### src/hw/rtl/tgpe_pkg.sv
// Shared types, constants and helper functions of the glyph row pixel expander.
// Used by every module of the block; depends on nothing.
`default_nettype none

package tgpe_pkg;

    localparam int GLYPH_WIDTH      = 8;
    localparam int GLYPH_HEIGHT_DEF = 16;
    localparam int COL_W            = 8;
    localparam int ROW_W            = 7;
    localparam int LINE_W           = 4;
    localparam int ATTR_W           = 8;
    localparam int PITCH_W          = 14;
    localparam int ADDR_W           = 32;
    localparam int PIXEL_W          = 32;
    localparam int RGB_W            = 24;
    localparam int BCNT_W           = 3;
    localparam int CFG_DATA_W       = 32;
    localparam int CFG_IDX_W        = 2;
    localparam int COL_OFF_W        = 13;
    localparam int QUEUE_DEPTH      = 2;
    localparam logic [PITCH_W-1:0] PITCH_RESET = PITCH_W'(4096);

    typedef enum logic [1:0] {
        FMT_32 = 2'd0,
        FMT_24 = 2'd1,
        FMT_16 = 2'd2,
        FMT_15 = 2'd3
    } pix_fmt_t;

    typedef enum logic [CFG_IDX_W-1:0] {
        CFG_FRAME_BASE   = 2'd0,
        CFG_LINE_PITCH   = 2'd1,
        CFG_PIXEL_FORMAT = 2'd2,
        CFG_DISPLAY_OFF  = 2'd3
    } cfg_idx_t;

    typedef struct packed {
        logic [ADDR_W-1:0]  frame_base;
        logic [PITCH_W-1:0] line_pitch;
        pix_fmt_t           pixel_format;
        logic               display_off;
    } cfg_t;

    // One glyph row ready to be expanded into pixel writes.
    typedef struct packed {
        logic [ADDR_W-1:0]      start_addr;
        logic [RGB_W-1:0]       fg;
        logic [RGB_W-1:0]       bg;
        logic [GLYPH_WIDTH-1:0] bits;
        logic [BCNT_W-1:0]      bpp;
    } desc_t;

    localparam logic [RGB_W-1:0] PALETTE [16] = '{
        24'h000000, 24'h0000AA, 24'h00AA00, 24'h00AAAA,
        24'hAA0000, 24'hAA00AA, 24'hAA5000, 24'hAAAAAA,
        24'h555555, 24'h5555FF, 24'h55FF55, 24'h55FFFF,
        24'hFF5555, 24'hFF55FF, 24'hFFFF55, 24'hFFFFFF
    };

    function automatic logic [RGB_W-1:0] pack_colour(input logic [RGB_W-1:0] rgb,
                                                     input pix_fmt_t fmt);
        logic [7:0] r;
        logic [7:0] g;
        logic [7:0] b;
        logic [RGB_W-1:0] res;
        r = rgb[23:16];
        g = rgb[15:8];
        b = rgb[7:0];
        unique case (fmt)
            FMT_32:  res = rgb;
            FMT_24:  res = rgb;
            FMT_16:  res = {8'h00, r[7:3], g[7:2], b[7:3]};
            FMT_15:  res = {8'h00, 1'b0, r[7:3], g[7:3], b[7:3]};
            default: res = rgb;
        endcase
        return res;
    endfunction

    function automatic logic [BCNT_W-1:0] bytes_per_pixel(input pix_fmt_t fmt);
        logic [BCNT_W-1:0] res;
        unique case (fmt)
            FMT_32:  res = BCNT_W'(4);
            FMT_24:  res = BCNT_W'(3);
            FMT_16:  res = BCNT_W'(2);
            FMT_15:  res = BCNT_W'(2);
            default: res = BCNT_W'(2);
        endcase
        return res;
    endfunction

endpackage

`default_nettype wire

### src/hw/rtl/text_glyph_row_pixel_expander.sv
// Text glyph row pixel expander: each accepted glyph row (eight font bits with
// cell position, glyph line, attribute and cursor flag) becomes eight pixel
// writes on the result channel, leftmost pixel first, each with a framebuffer
// byte address, a packed colour, a byte count and a last-pixel flag.
// Both channels are valid/ready; the configuration port is a plain write
// port (cfg_wr_en, cfg_index, cfg_wdata) and may only be written while idle.
// A row passes the front-end stage, the queue and the sequencer before its
// first pixel reaches the output register. Throughput: one pixel write per
// cycle while m_ready is high, set by the back end's single-pixel output
// register. Rows without output (display off, empty cursor row) are dropped.
// A two-entry descriptor queue parts the front end from the pixel sequencer,
// so new rows are taken while earlier rows are still being written out.
// When the receiver stalls, the current pixel holds on the outputs and the
// front end keeps accepting until the queue and its stage register fill.
// Synchronous active-low reset empties all stages and restores the register
// defaults: base 0, pitch 4096, 32 bpp, display on.
// Depends on tgpe_pkg, tgpe_front, tgpe_queue and tgpe_back.
`default_nettype none

module text_glyph_row_pixel_expander
    import tgpe_pkg::*;
#(
    parameter int GLYPH_HEIGHT = GLYPH_HEIGHT_DEF
) (
    input  wire logic                   aclk,
    input  wire logic                   aresetn,
    input  wire logic                   cfg_wr_en,
    input  wire logic [CFG_IDX_W-1:0]   cfg_index,
    input  wire logic [CFG_DATA_W-1:0]  cfg_wdata,
    input  wire logic                   s_valid,
    output logic                        s_ready,
    input  wire logic [COL_W-1:0]       s_cell_column,
    input  wire logic [ROW_W-1:0]       s_cell_row,
    input  wire logic [LINE_W-1:0]      s_glyph_line,
    input  wire logic [GLYPH_WIDTH-1:0] s_glyph_bits,
    input  wire logic [ATTR_W-1:0]      s_attribute,
    input  wire logic                   s_is_cursor,
    output logic                        m_valid,
    input  wire logic                   m_ready,
    output logic [ADDR_W-1:0]           m_byte_address,
    output logic [PIXEL_W-1:0]          m_pixel_value,
    output logic [BCNT_W-1:0]           m_byte_count,
    output logic                        m_last_pixel
);

    cfg_t  cfg_reg, cfg_next;
    logic  q_wr_valid;
    logic  q_wr_ready;
    desc_t q_wr_data;
    logic  q_rd_valid;
    logic  q_rd_pop;
    desc_t q_rd_data;

    always_comb begin
        cfg_next = cfg_reg;
        if (cfg_wr_en) begin
            unique case (cfg_idx_t'(cfg_index))
                CFG_FRAME_BASE:   cfg_next.frame_base   = cfg_wdata[ADDR_W-1:0];
                CFG_LINE_PITCH:   cfg_next.line_pitch   = cfg_wdata[PITCH_W-1:0];
                CFG_PIXEL_FORMAT: cfg_next.pixel_format = pix_fmt_t'(cfg_wdata[1:0]);
                CFG_DISPLAY_OFF:  cfg_next.display_off  = cfg_wdata[0];
                default:          cfg_next = cfg_reg;
            endcase
        end
    end

    always_ff @(posedge aclk) begin
        if (!aresetn) begin
            cfg_reg.frame_base   <= '0;
            cfg_reg.line_pitch   <= PITCH_RESET;
            cfg_reg.pixel_format <= FMT_32;
            cfg_reg.display_off  <= 1'b0;
        end else begin
            cfg_reg <= cfg_next;
        end
    end

    tgpe_front #(
        .GLYPH_HEIGHT (GLYPH_HEIGHT)
    ) u_front (
        .aclk          (aclk),
        .aresetn       (aresetn),
        .cfg           (cfg_reg),
        .s_valid       (s_valid),
        .s_ready       (s_ready),
        .s_cell_column (s_cell_column),
        .s_cell_row    (s_cell_row),
        .s_glyph_line  (s_glyph_line),
        .s_glyph_bits  (s_glyph_bits),
        .s_attribute   (s_attribute),
        .s_is_cursor   (s_is_cursor),
        .q_wr_valid    (q_wr_valid),
        .q_wr_ready    (q_wr_ready),
        .q_wr_data     (q_wr_data)
    );

    tgpe_queue u_queue (
        .aclk     (aclk),
        .aresetn  (aresetn),
        .wr_valid (q_wr_valid),
        .wr_ready (q_wr_ready),
        .wr_data  (q_wr_data),
        .rd_valid (q_rd_valid),
        .rd_pop   (q_rd_pop),
        .rd_data  (q_rd_data)
    );

    tgpe_back u_back (
        .aclk           (aclk),
        .aresetn        (aresetn),
        .q_rd_valid     (q_rd_valid),
        .q_rd_pop       (q_rd_pop),
        .q_rd_data      (q_rd_data),
        .m_valid        (m_valid),
        .m_ready        (m_ready),
        .m_byte_address (m_byte_address),
        .m_pixel_value  (m_pixel_value),
        .m_byte_count   (m_byte_count),
        .m_last_pixel   (m_last_pixel)
    );

    // The sequencer only takes a descriptor that the queue actually holds.
    a_pop_needs_entry: assert property (@(posedge aclk) disable iff (!aresetn)
        q_rd_pop |-> q_rd_valid)
        else $error("descriptor popped from an empty queue");

    // Pixels of one row follow each other without a gap once one is taken.
    a_row_no_gap: assert property (@(posedge aclk) disable iff (!aresetn)
        (m_valid && m_ready && !m_last_pixel) |=> m_valid)
        else $error("gap inside a glyph row");

    a_byte_count_legal: assert property (@(posedge aclk) disable iff (!aresetn)
        m_valid |-> (m_byte_count == 3'd2 || m_byte_count == 3'd3 || m_byte_count == 3'd4))
        else $error("illegal byte count on a pixel write");

    // A full queue must hold the front end back.
    a_queue_backpressure: assert property (@(posedge aclk) disable iff (!aresetn)
        (q_wr_valid && !q_wr_ready) |-> !s_ready)
        else $error("input accepted while the queue is full");

endmodule

`default_nettype wire

### src/hw/rtl/tgpe_front.sv
// Front end: accepts glyph rows, drops the ones that produce no writes, and
// computes start address and packed colours. Depends on tgpe_pkg.
`default_nettype none

module tgpe_front
    import tgpe_pkg::*;
#(
    parameter int GLYPH_HEIGHT = GLYPH_HEIGHT_DEF
) (
    input  wire logic                   aclk,
    input  wire logic                   aresetn,
    input  wire cfg_t                   cfg,
    input  wire logic                   s_valid,
    output logic                        s_ready,
    input  wire logic [COL_W-1:0]       s_cell_column,
    input  wire logic [ROW_W-1:0]       s_cell_row,
    input  wire logic [LINE_W-1:0]      s_glyph_line,
    input  wire logic [GLYPH_WIDTH-1:0] s_glyph_bits,
    input  wire logic [ATTR_W-1:0]      s_attribute,
    input  wire logic                   s_is_cursor,
    output logic                        q_wr_valid,
    input  wire logic                   q_wr_ready,
    output desc_t                       q_wr_data
);

    localparam int SCAN_W = $clog2(((1 << ROW_W) * GLYPH_HEIGHT) + (1 << LINE_W));
    localparam int PROD_W = SCAN_W + PITCH_W;

    logic                   st_valid_reg, st_valid_next;
    logic [PROD_W-1:0]      st_prod_reg;
    logic [COL_OFF_W-1:0]   st_coloff_reg;
    logic [RGB_W-1:0]       st_fg_reg;
    logic [RGB_W-1:0]       st_bg_reg;
    logic [GLYPH_WIDTH-1:0] st_bits_reg;
    logic [BCNT_W-1:0]      st_bpp_reg;

    logic                   accept;
    logic                   keep;
    logic [SCAN_W-1:0]      scan;
    logic [PROD_W-1:0]      prod;
    logic [BCNT_W-1:0]      bpp;
    logic [COL_OFF_W-1:0]   coloff;

    assign s_ready = !st_valid_reg || q_wr_ready;
    assign accept  = s_valid && s_ready;

    // Blanked display and empty cursor rows leave no trace past this point.
    assign keep = !cfg.display_off && !(s_is_cursor && (s_glyph_bits == '0));

    assign scan   = SCAN_W'(s_cell_row) * SCAN_W'(GLYPH_HEIGHT) + SCAN_W'(s_glyph_line);
    assign prod   = PROD_W'(scan) * PROD_W'(cfg.line_pitch);
    assign bpp    = bytes_per_pixel(cfg.pixel_format);
    assign coloff = COL_OFF_W'(s_cell_column) * COL_OFF_W'(GLYPH_WIDTH) * COL_OFF_W'(bpp);

    always_comb begin
        st_valid_next = st_valid_reg;
        if (accept) begin
            st_valid_next = keep;
        end else if (q_wr_ready) begin
            st_valid_next = 1'b0;
        end
    end

    always_ff @(posedge aclk) begin
        if (!aresetn) begin
            st_valid_reg <= 1'b0;
        end else begin
            st_valid_reg <= st_valid_next;
        end
    end

    always_ff @(posedge aclk) begin
        if (accept) begin
            st_prod_reg   <= prod;
            st_coloff_reg <= coloff;
            st_fg_reg     <= pack_colour(PALETTE[s_attribute[3:0]], cfg.pixel_format);
            st_bg_reg     <= pack_colour(PALETTE[{1'b0, s_attribute[6:4]}], cfg.pixel_format);
            st_bits_reg   <= s_glyph_bits;
            st_bpp_reg    <= bpp;
        end
    end

    assign q_wr_valid           = st_valid_reg;
    assign q_wr_data.start_addr = cfg.frame_base + ADDR_W'(st_prod_reg)
                                + ADDR_W'(st_coloff_reg);
    assign q_wr_data.fg         = st_fg_reg;
    assign q_wr_data.bg         = st_bg_reg;
    assign q_wr_data.bits       = st_bits_reg;
    assign q_wr_data.bpp        = st_bpp_reg;

endmodule

`default_nettype wire

### src/hw/rtl/tgpe_queue.sv
// Short descriptor queue between the front end and the pixel sequencer.
// Depends on tgpe_pkg.
`default_nettype none

module tgpe_queue
    import tgpe_pkg::*;
(
    input  wire logic  aclk,
    input  wire logic  aresetn,
    input  wire logic  wr_valid,
    output logic       wr_ready,
    input  wire desc_t wr_data,
    output logic       rd_valid,
    input  wire logic  rd_pop,
    output desc_t      rd_data
);

    localparam int PTR_W = (QUEUE_DEPTH > 1) ? $clog2(QUEUE_DEPTH) : 1;
    localparam int CNT_W = $clog2(QUEUE_DEPTH + 1);

    desc_t            entries [QUEUE_DEPTH];
    logic [PTR_W-1:0] wr_ptr_reg, wr_ptr_next;
    logic [PTR_W-1:0] rd_ptr_reg, rd_ptr_next;
    logic [CNT_W-1:0] count_reg, count_next;
    logic             push;
    logic             pop;

    assign wr_ready = (count_reg != CNT_W'(QUEUE_DEPTH));
    assign rd_valid = (count_reg != '0);
    assign push     = wr_valid && wr_ready;
    assign pop      = rd_pop && rd_valid;
    assign rd_data  = entries[rd_ptr_reg];

    always_comb begin
        wr_ptr_next = wr_ptr_reg;
        rd_ptr_next = rd_ptr_reg;
        count_next  = count_reg;
        if (push) begin
            wr_ptr_next = (wr_ptr_reg == PTR_W'(QUEUE_DEPTH - 1)) ? '0 : wr_ptr_reg + 1'b1;
        end
        if (pop) begin
            rd_ptr_next = (rd_ptr_reg == PTR_W'(QUEUE_DEPTH - 1)) ? '0 : rd_ptr_reg + 1'b1;
        end
        if (push && !pop) begin
            count_next = count_reg + 1'b1;
        end else if (pop && !push) begin
            count_next = count_reg - 1'b1;
        end
    end

    always_ff @(posedge aclk) begin
        if (!aresetn) begin
            wr_ptr_reg <= '0;
            rd_ptr_reg <= '0;
            count_reg  <= '0;
        end else begin
            wr_ptr_reg <= wr_ptr_next;
            rd_ptr_reg <= rd_ptr_next;
            count_reg  <= count_next;
        end
    end

    always_ff @(posedge aclk) begin
        if (push) begin
            entries[wr_ptr_reg] <= wr_data;
        end
    end

endmodule

`default_nettype wire

### src/hw/rtl/tgpe_back.sv
// Back end: expands one queued glyph row into eight pixel writes, leftmost
// first, through a registered output stage. Depends on tgpe_pkg.
`default_nettype none

module tgpe_back
    import tgpe_pkg::*;
(
    input  wire logic              aclk,
    input  wire logic              aresetn,
    input  wire logic              q_rd_valid,
    output logic                   q_rd_pop,
    input  wire desc_t             q_rd_data,
    output logic                   m_valid,
    input  wire logic              m_ready,
    output logic [ADDR_W-1:0]      m_byte_address,
    output logic [PIXEL_W-1:0]     m_pixel_value,
    output logic [BCNT_W-1:0]      m_byte_count,
    output logic                   m_last_pixel
);

    localparam int IDX_W = $clog2(GLYPH_WIDTH);
    localparam logic [IDX_W-1:0] LAST_IDX = IDX_W'(GLYPH_WIDTH - 1);

    logic                   busy_reg, busy_next;
    logic [IDX_W-1:0]       idx_reg, idx_next;
    logic [ADDR_W-1:0]      addr_reg;
    logic [RGB_W-1:0]       fg_reg;
    logic [RGB_W-1:0]       bg_reg;
    logic [GLYPH_WIDTH-1:0] bits_reg;
    logic [BCNT_W-1:0]      bpp_reg;

    logic                   out_valid_reg, out_valid_next;
    logic [ADDR_W-1:0]      out_addr_reg;
    logic [PIXEL_W-1:0]     out_pixel_reg;
    logic [BCNT_W-1:0]      out_bcnt_reg;
    logic                   out_last_reg;

    logic                   adv;
    logic                   at_last;

    // A pixel moves into the output register whenever that register is free
    // or being drained in the same cycle.
    assign adv      = busy_reg && (!out_valid_reg || m_ready);
    assign at_last  = (idx_reg == LAST_IDX);
    assign q_rd_pop = q_rd_valid && (!busy_reg || (adv && at_last));

    always_comb begin
        busy_next      = busy_reg;
        idx_next       = idx_reg;
        out_valid_next = out_valid_reg;
        if (m_ready) begin
            out_valid_next = 1'b0;
        end
        if (adv) begin
            out_valid_next = 1'b1;
            idx_next       = idx_reg + 1'b1;
            if (at_last) begin
                busy_next = 1'b0;
            end
        end
        if (q_rd_pop) begin
            busy_next = 1'b1;
            idx_next  = '0;
        end
    end

    always_ff @(posedge aclk) begin
        if (!aresetn) begin
            busy_reg      <= 1'b0;
            idx_reg       <= '0;
            out_valid_reg <= 1'b0;
        end else begin
            busy_reg      <= busy_next;
            idx_reg       <= idx_next;
            out_valid_reg <= out_valid_next;
        end
    end

    always_ff @(posedge aclk) begin
        if (adv) begin
            out_addr_reg  <= addr_reg;
            out_pixel_reg <= PIXEL_W'(bits_reg[GLYPH_WIDTH-1] ? fg_reg : bg_reg);
            out_bcnt_reg  <= bpp_reg;
            out_last_reg  <= at_last;
        end
        // A new row loaded on the last pixel of the previous one replaces the
        // shifted address and bits.
        if (q_rd_pop) begin
            addr_reg <= q_rd_data.start_addr;
            fg_reg   <= q_rd_data.fg;
            bg_reg   <= q_rd_data.bg;
            bits_reg <= q_rd_data.bits;
            bpp_reg  <= q_rd_data.bpp;
        end else if (adv) begin
            addr_reg <= addr_reg + ADDR_W'(bpp_reg);
            bits_reg <= {bits_reg[GLYPH_WIDTH-2:0], 1'b0};
        end
    end

    assign m_valid        = out_valid_reg;
    assign m_byte_address = out_addr_reg;
    assign m_pixel_value  = out_pixel_reg;
    assign m_byte_count   = out_bcnt_reg;
    assign m_last_pixel   = out_last_reg;

endmodule

`default_nettype wire
### config.mk
export PLATFORM = sky130hd
export DESIGN_NAME = text_glyph_row_pixel_expander
export DESIGN_NICKNAME = d
export VERILOG_FILES = /design/src/hw/rtl/tgpe_pkg.sv /design/src/hw/rtl/text_glyph_row_pixel_expander.sv /design/src/hw/rtl/tgpe_front.sv /design/src/hw/rtl/tgpe_queue.sv /design/src/hw/rtl/tgpe_back.sv
export SDC_FILE = /design/constraint.sdc
export NUM_CORES = 1
export LEC_CHECK = 0
export ABC_AREA = 1
export BUFFER_PORTS_ARGS = -buffer_cell sky130_fd_sc_hd__buf_2
export CAP_MARGIN = 20
export CELL_PAD_IN_SITES_DETAIL_PLACEMENT = 0
export CELL_PAD_IN_SITES_GLOBAL_PLACEMENT = 2
export CORE_MARGIN = 5
export CORE_UTILIZATION = 34
export CTS_CLUSTER_DIAMETER = 150
export CTS_CLUSTER_SIZE = 16
export DETAILED_ROUTE_END_ITERATION = 7
export PLACE_DENSITY_LB_ADDON = 0.1
export SLEW_MARGIN = 5
export SYNTH_ARGS = -nofsm -noshare
export SYNTH_HDL_FRONTEND = slang
export SYNTH_SLANG_ARGS = --single-unit
### constraint.sdc
create_clock -name aclk -period 10.3 [get_ports aclk]
set_input_delay 2.06 -clock aclk [delete_from_list [all_inputs] [get_ports aclk]]
set_output_delay 2.06 -clock aclk [all_outputs]
set_load 0.02 [all_outputs]
Word level (Yosys, flattened, before mapping):

Memories as Yosys holds them, arrays and structs flattened. A register that Yosys moved wholly into a read port is not among the register bits.
Index checks and enable logic that the tools add are counted.

* input port bits: 75
* word-level logic and storage cells: 117
* output and inout port bits: 70
* ROM bits: 768
* register bits: 313
* memories kept: 3
* RAM bits: 182

* bitwise logic cells: 3
* reduce and logical (&&, ||, !) cells: 37
* eq/ne operators: 8
* $add $sub $neg: 9
* multipliers: 2
* mux-type cells: 27
* $lt $le $gt $ge: 2

Memories
* (name not given): words 16, bits a word 24, rd ports 1, clocked after Yosys merged registers in 0, write ports 0, RTL line tgpe_front.sv:76 `st_fg_reg <= pack_colour(PALETTE[s_attribute[3:0]], cfg.pixel_format);`
* (name not given): words 16, bits a word 24, rd ports 1, clocked after Yosys merged registers in 0, write ports 0, RTL line tgpe_front.sv:77 `st_bg_reg <= pack_colour(PALETTE[{1'b0, s_attribute[6:4]}], cfg.pixel_format);`
* u_queue.entries: words 2, bits a word 91, rd ports 1, clocked after Yosys merged registers in 1, write ports 1, RTL line tgpe_queue.sv:21 `desc_t entries [QUEUE_DEPTH];`

Operators with widths (count)
* case mux 24 bit (3 select lines): 2
* two-way mux 24 bit: 5
* two-way mux 32 bit: 2
* adder 32 x 13 -> 32 bit: 1
* adder 32 x 26 -> 32 bit: 1
* adder 32 x 3 -> 32 bit: 1
* multiplier 12 x 14 -> 26 bit: 1
* two-way mux 8 bit: 2
* two-way mux 1 bit: 13
* adder 11 x 4 -> 12 bit: 1
* nonzero test 2 bit: 6
* >= comparator 5 bit (second input constant): 2
* logical AND 1 bit: 10
* multiplier 8 x 3 -> 10 bit: 1
* AND reduction 2 bit: 5
* case mux 3 bit (3 select lines): 1
* equality test 2 bit (second input constant): 4
* zero test 8 bit: 1
* zero test 1 bit: 7
* OR reduction 2 bit: 3
* inverter 3 -> 5 bit: 1
* inverter 4 -> 5 bit: 1
* equality test 2 x 1 -> 1 bit (second input constant): 2
* zero test 2 bit: 2
* 9 further kinds: 13

Depth between registers and ports, before layout:

* depth after elaboration: 10
* mapped depth: 23

Modules after synthesis:

From an unflattened synthesis, not the netlist that was laid out.

* cell total of the unflattened synthesis: 2696
* area, all modules: 27263.6 um2

By module, submodules not included
* tgpe_front: seq. area each 2092.0 um2, cells an instance 1521, area an instance 11307.1 um2, instances 1
* tgpe_queue: seq. area each 5565.3 um2, cells an instance 320, area an instance 7259.5 um2, instances 1
* tgpe_back: seq. area each 4634.4 um2, cells an instance 536, area an instance 6590.1 um2, instances 1
* text_glyph_row_pixel_expander: seq. area each 980.9 um2, cells an instance 319, area an instance 2107.0 um2, instances 1

Least setup slack after synthesis:

No wires, ideal clock.

* kind: input-to-reg
* from: in s_cell_row[1]
* to: reg u_front.st_prod_reg[23], data pin
* cell stages on the path: 17
* slack: 3.942 ns
* buffers on the path: 1
* arrival time: 6.105 ns
* path through: clkbuf_1 nand2_1 fa_1 inv_1 fa_1 fa_1 fa_1 inv_1 fa_1 inv_1 ha_1 a21oi_1 o21ai_0 a21oi_1 nand3_1 nand2_1 nand2_1

* cells in the longest elaborated chain, start to end: 2

Ends and longest elaborated chain
* start, declared: RTL line text_glyph_row_pixel_expander.sv:33 `input wire logic [ROW_W-1:0] s_cell_row,`
* adder 11 x 4 -> 12 bit: RTL line tgpe_front.sv:50 `assign scan = SCAN_W'(s_cell_row) * SCAN_W'(GLYPH_HEIGHT) + SCAN_W'(s_glyph_line);`
* multiplier 12 x 14 -> 26 bit: RTL line tgpe_front.sv:51 `assign prod = PROD_W'(scan) * PROD_W'(cfg.line_pitch);`
* named net u_front.prod[23]: RTL line tgpe_front.sv:40 `logic [PROD_W-1:0] prod;`
* end signal, assigned: RTL line tgpe_front.sv:74 `st_prod_reg <= prod;`
* end, declared: RTL line tgpe_front.sv:30 `logic [PROD_W-1:0] st_prod_reg;`

The timed path passes the listed nets, and every way through them passes these cells.
A chain may end at the register's enable or synchronous reset.

Worst setup path in the final report:

Ends and elaborated chain as after synthesis.

==> run summary <==
In this run the critical register-to-register path is launched from cfg_reg[14]. The total routing usage reported by global routing is 0.152. Grouping stages by cell kind, the critical path spends the most delay in adder cells. The number of remaining DRC errors came out at 0. The final number of max-transition violations came to 0.

In the routed layout, each cell is associated on average with a via count of 4.49. The violation count after the first detailed-route iteration is 728. The total overflow reported by the global router came out at 0. The clock reaches the later pin of the worst-skew pair after 570 ps.

The worst min-delay path startpoint is u_front.st_bits_reg[0]. The post-CTS setup-driven buffer insertion count is 0. The final period demand of the worst path came out at 6210 ps. The number of nets at the end of the flow is 2950. Adding up every negative setup slack in the final design gives 0 ps. Of all flip-flops after synthesis, the portion carrying an async set or reset was 0.

The critical path is of the in2reg type. The clock slew at the register clock pins of the worst setup and hold paths is 70 ps. The analysis attributes to cell leakage a power of 12.0 nW.

In this run the clock root is driven by a sky130_fd_sc_hd__clkbuf_16. The clock tree buffer depth came out at 3. Yosys mapped the design onto 49 distinct sky130hd cell types. The largest fanout on the critical path came out at 14. The critical path contains buffers and inverters numbering 4 combined.

The number of input and output port buffers inserted came out at 135. Sorting the synthesized cells by how often they occur yields 762 x sky130_fd_sc_hd__nand2_1, 436 x sky130_fd_sc_hd__inv_1, 312 x sky130_fd_sc_hd__edfxtp_1. The critical path goes through buf_2 -> nand2_1 -> fa_1 -> inv_1 -> fa_1 -> fa_1 -> fa_1 -> inv_1 -> fa_1 -> inv_1 -> ha_1 -> a21oi_1 -> o21ai_0 -> a21oi_1 -> nand3_1 -> nand2_1 -> nand2_1. The share of layout cells above drive strength 1 is 0.0834.

The slew at the pin closest to its max-slew limit is 1020 ps. The number of instances resized during post-cts repair is 0. The worst hold path belongs to the class reg2reg. The floorplan step set the die height to 269 µm.

In this run the number of H-tree levels came out at 1. From left edge to right edge, the die measures 269 µm. The synthesis-to-layout area growth came out at 9.75%. After legalization and detailed placement, the total HPWL measured 43.2 mm. TritonCTS built the clock tree. Counting instances, the worst hold path has a depth of 0. The area share of the largest cell type after synthesis came out at 0.410.

The sink of the worst hold path is u_queue.entries[0][3]. The core outline area came out at 66900 µm². The number of detailed-route iterations in the first pass is 5. The sort of element at the start of the critical path is an input port.

The number of synthesized flops with an enable pin came out at 312. The number of global-route vias before repair is 16600. The hold buffer count at cts came out at 0. The overall routed net length came out at 55.3 mm. The sink count of the clock tree is 372. The most common cell in the synthesized netlist is sky130_fd_sc_hd__nand2_1. The post-synthesis cell count is 2526.

The total CTS buffers came out at 27. The slowest cell on the critical path is sky130_fd_sc_hd__fa_1. The number of violations of the max-capacitance limit is 0. The signal arrival time at the worst endpoint came out at 6530 ps. Counting flops and latches in the post-synthesis netlist gives 372. The share of power burned in registers came out at 0.451. The final RePlAce weighted congestion is 0.811. The top-level port count came out at 145. The total die area came out at 72600 µm². The final period utilization is 0.603. The setup slack of the most critical reg-to-reg path is 5060 ps. The cell row count is 95. The first-pass GRT wire length came out at 90.6 mm. Of all cell types, the one taking the most synthesized area is sky130_fd_sc_hd__edfxtp_1. The switching share of total power came out at 0.382. The average detailed-routed wire length per instance is 15.7 µm. The maximum clock rate came out at 161 MHz.

The clock arrives with 25.0 ps of skew. The effective utilization at floorplan is 0.342. The power share of the combinational group is 0.358.

The register with the most flip-flops in the layout has 130 of them. The largest single stage delay on the critical path is 560 ps. The total via count in the routed design is 15800. For the worst flop-to-flop path, the logic depth is 16. The worst hold slack came out at 448 ps.

The headroom to the max-slew limit came out at 0.317. Cell internal power was estimated by the tool at 3.25 mW. The endpoint identified for the worst register-to-register timing path is u_front.st_prod_reg[23]. The post-synthesis area per instance is 9.06 µm². The post-detailed-route count of antenna-violating nets is 0. The number of hold-slack violations in the final timing report is 0. The number of antenna diodes came out at 0. For the worst setup path, the data required time is 10620 ps. The total number of yosys warnings came out at 0. By area the synthesized netlist is led by sky130_fd_sc_hd__edfxtp_1 41%, sky130_fd_sc_hd__nand2_1 13%, sky130_fd_sc_hd__fa_1 11%.

The switching power is 2.01 mW. The final setup violation count came out at 0. The proportion of power drawn by the clock network is 0.191.

The proportion of synthesized chip area in sequential cells came out at 0.462. The pin count of the biggest net entering global routing is 70. The cell area after synthesis came out at 22900 µm².

Setup repair after global routing left no endpoint under its margin. The most used flip-flop cell after synthesis is sky130_fd_sc_hd__edfxtp_1. The run finished with clean final reports. Dividing total power by cell area gives a power density of 209 nW/µm². The initial antenna violation count came out at 0. STA classifies the critical path endpoint as a flip-flop. The most frequent cell on the critical path is sky130_fd_sc_hd__fa_1. The worst-case vdd ir drop is 111 µV.
## cell type report
type / instances / area, µm²
clock buffer: 48 / 754
fill: 6904 / 41800
sequential: 372 / 10600
timing repair buffer: 145 / 751
inverter: 440 / 1650
tap: 873 / 1090
multi-input combinational: 1632 / 10300
clock inverter: 1 / 16.3
## logic make-up (layout without fill, tap and decap cells)
family / after synthesis / in the layout / share of synthesized area
compound gates: 199 / 199 / 0.0486
xor+xnor: 40 / 40 / 0.0153
fa+ha+maj: 257 / 257 / 0.181
buf+inv: 529 / 634 / 0.0911
flops: 372 / 372 / 0.462
mux: 7 / 7 / 0.00306
other cells: 1 / 8 / 0.000164
simple gates: 1121 / 1121 / 0.199
## stage by stage
step	cell area [µm²]	worst slack [ps]	power, mW	utilization	cells
global placement	24300	3480	4.32	0.364	3461
finish	25100	4090	5.26	0.375	3511
detailed placement	24300	3470	4.33	0.364	3462
floorplan	22900	3940	3.73	-	2533
global route	25100	3790	5.70	0.375	3511
CTS	25100	4070	5.36	0.375	3511
## power by group through the flow
stage	Sequential, mW	Clock (mW)	Combinational, mW
CTS	2.37	1.05	1.94
detailed placement	2.41	0	1.93
global placement	2.40	0	1.92
finish	2.37	1.00	1.88
floorplan	2.41	0	1.31
global route	2.41	1.11	2.18
## layer usage
layer | vias up | track usage | wire, µm
met4 | 0 | 0.0352 | 1170
met3 | 74 | 0.0140 | 1470
met2 | 212 | 0.266 | 26600
met5 | - | 0 | 0
li1 | 8115 | - | -
met1 | 7356 | 0.206 | 26000
## how the worst max path moves through the flow
stage | depth (start not counted) | slack (ps) | to | startpoint
floorplan | 17 | 3940 | u_front.st_prod_reg[23] | s_cell_row[1]
global placement | 18 | 3480 | u_front.st_prod_reg[22] | s_cell_row[1]
detailed placement | 17 | 3470 | u_front.st_prod_reg[23] | s_cell_row[1]
CTS | 18 | 4070 | u_front.st_prod_reg[22] | s_cell_row[1]
global route | 17 | 3790 | u_front.st_prod_reg[23] | s_cell_row[1]
finish | 17 | 4090 | u_front.st_prod_reg[23] | s_cell_row[1]
## layout by cell type (no fill, tap or decap), types with 2 or more instances in the layout
cell type	count
sky130_fd_sc_hd__buf_4	10
sky130_fd_sc_hd__edfxtp_1	312
sky130_fd_sc_hd__o21ai_1	3
sky130_fd_sc_hd__ha_1	135
sky130_fd_sc_hd__xor2_1	31
sky130_fd_sc_hd__or2_2	10
sky130_fd_sc_hd__conb_1	8
sky130_fd_sc_hd__nand3_1	77
sky130_fd_sc_hd__dfxtp_1	59
sky130_fd_sc_hd__o21ai_4	2
sky130_fd_sc_hd__nand3b_1	8
sky130_fd_sc_hd__nor3_2	2
sky130_fd_sc_hd__o22ai_1	4
sky130_fd_sc_hd__o21ai_0	88
sky130_fd_sc_hd__a21oi_1	63
sky130_fd_sc_hd__a21o_1	2
sky130_fd_sc_hd__fa_1	122
sky130_fd_sc_hd__nand3_2	2
sky130_fd_sc_hd__clkbuf_1	21
sky130_fd_sc_hd__a31oi_1	12
sky130_fd_sc_hd__inv_1	434
sky130_fd_sc_hd__o211ai_1	10
sky130_fd_sc_hd__xnor2_1	9
sky130_fd_sc_hd__nand2_1	762
sky130_fd_sc_hd__o32ai_1	3
sky130_fd_sc_hd__nand4_1	17
sky130_fd_sc_hd__o21ai_2	4
sky130_fd_sc_hd__nor3_1	10
sky130_fd_sc_hd__o21bai_1	2
sky130_fd_sc_hd__nor2_1	208
sky130_fd_sc_hd__nor2_2	4
sky130_fd_sc_hd__clkinv_1	2
sky130_fd_sc_hd__o21a_1	2
sky130_fd_sc_hd__nor2_4	8
sky130_fd_sc_hd__nand2_2	6
sky130_fd_sc_hd__inv_2	4
sky130_fd_sc_hd__mux2i_1	7
sky130_fd_sc_hd__clkbuf_16	27
sky130_fd_sc_hd__buf_2	135
## worst reg2reg max path, cell delays in order (launching register included)
cell and delay (ps):
sky130_fd_sc_hd__dfxtp_1 760, sky130_fd_sc_hd__nand2_1 180, sky130_fd_sc_hd__fa_1 560, sky130_fd_sc_hd__inv_1 50, sky130_fd_sc_hd__fa_1 520, sky130_fd_sc_hd__fa_1 440
sky130_fd_sc_hd__fa_1 550, sky130_fd_sc_hd__inv_1 60, sky130_fd_sc_hd__fa_1 530, sky130_fd_sc_hd__inv_1 50, sky130_fd_sc_hd__ha_1 370, sky130_fd_sc_hd__a21oi_1 310
sky130_fd_sc_hd__o21ai_0 220, sky130_fd_sc_hd__a21oi_1 210, sky130_fd_sc_hd__nand3_1 90, sky130_fd_sc_hd__nand2_1 60, sky130_fd_sc_hd__nand2_1 40
(Power assumes the default switching activity.)
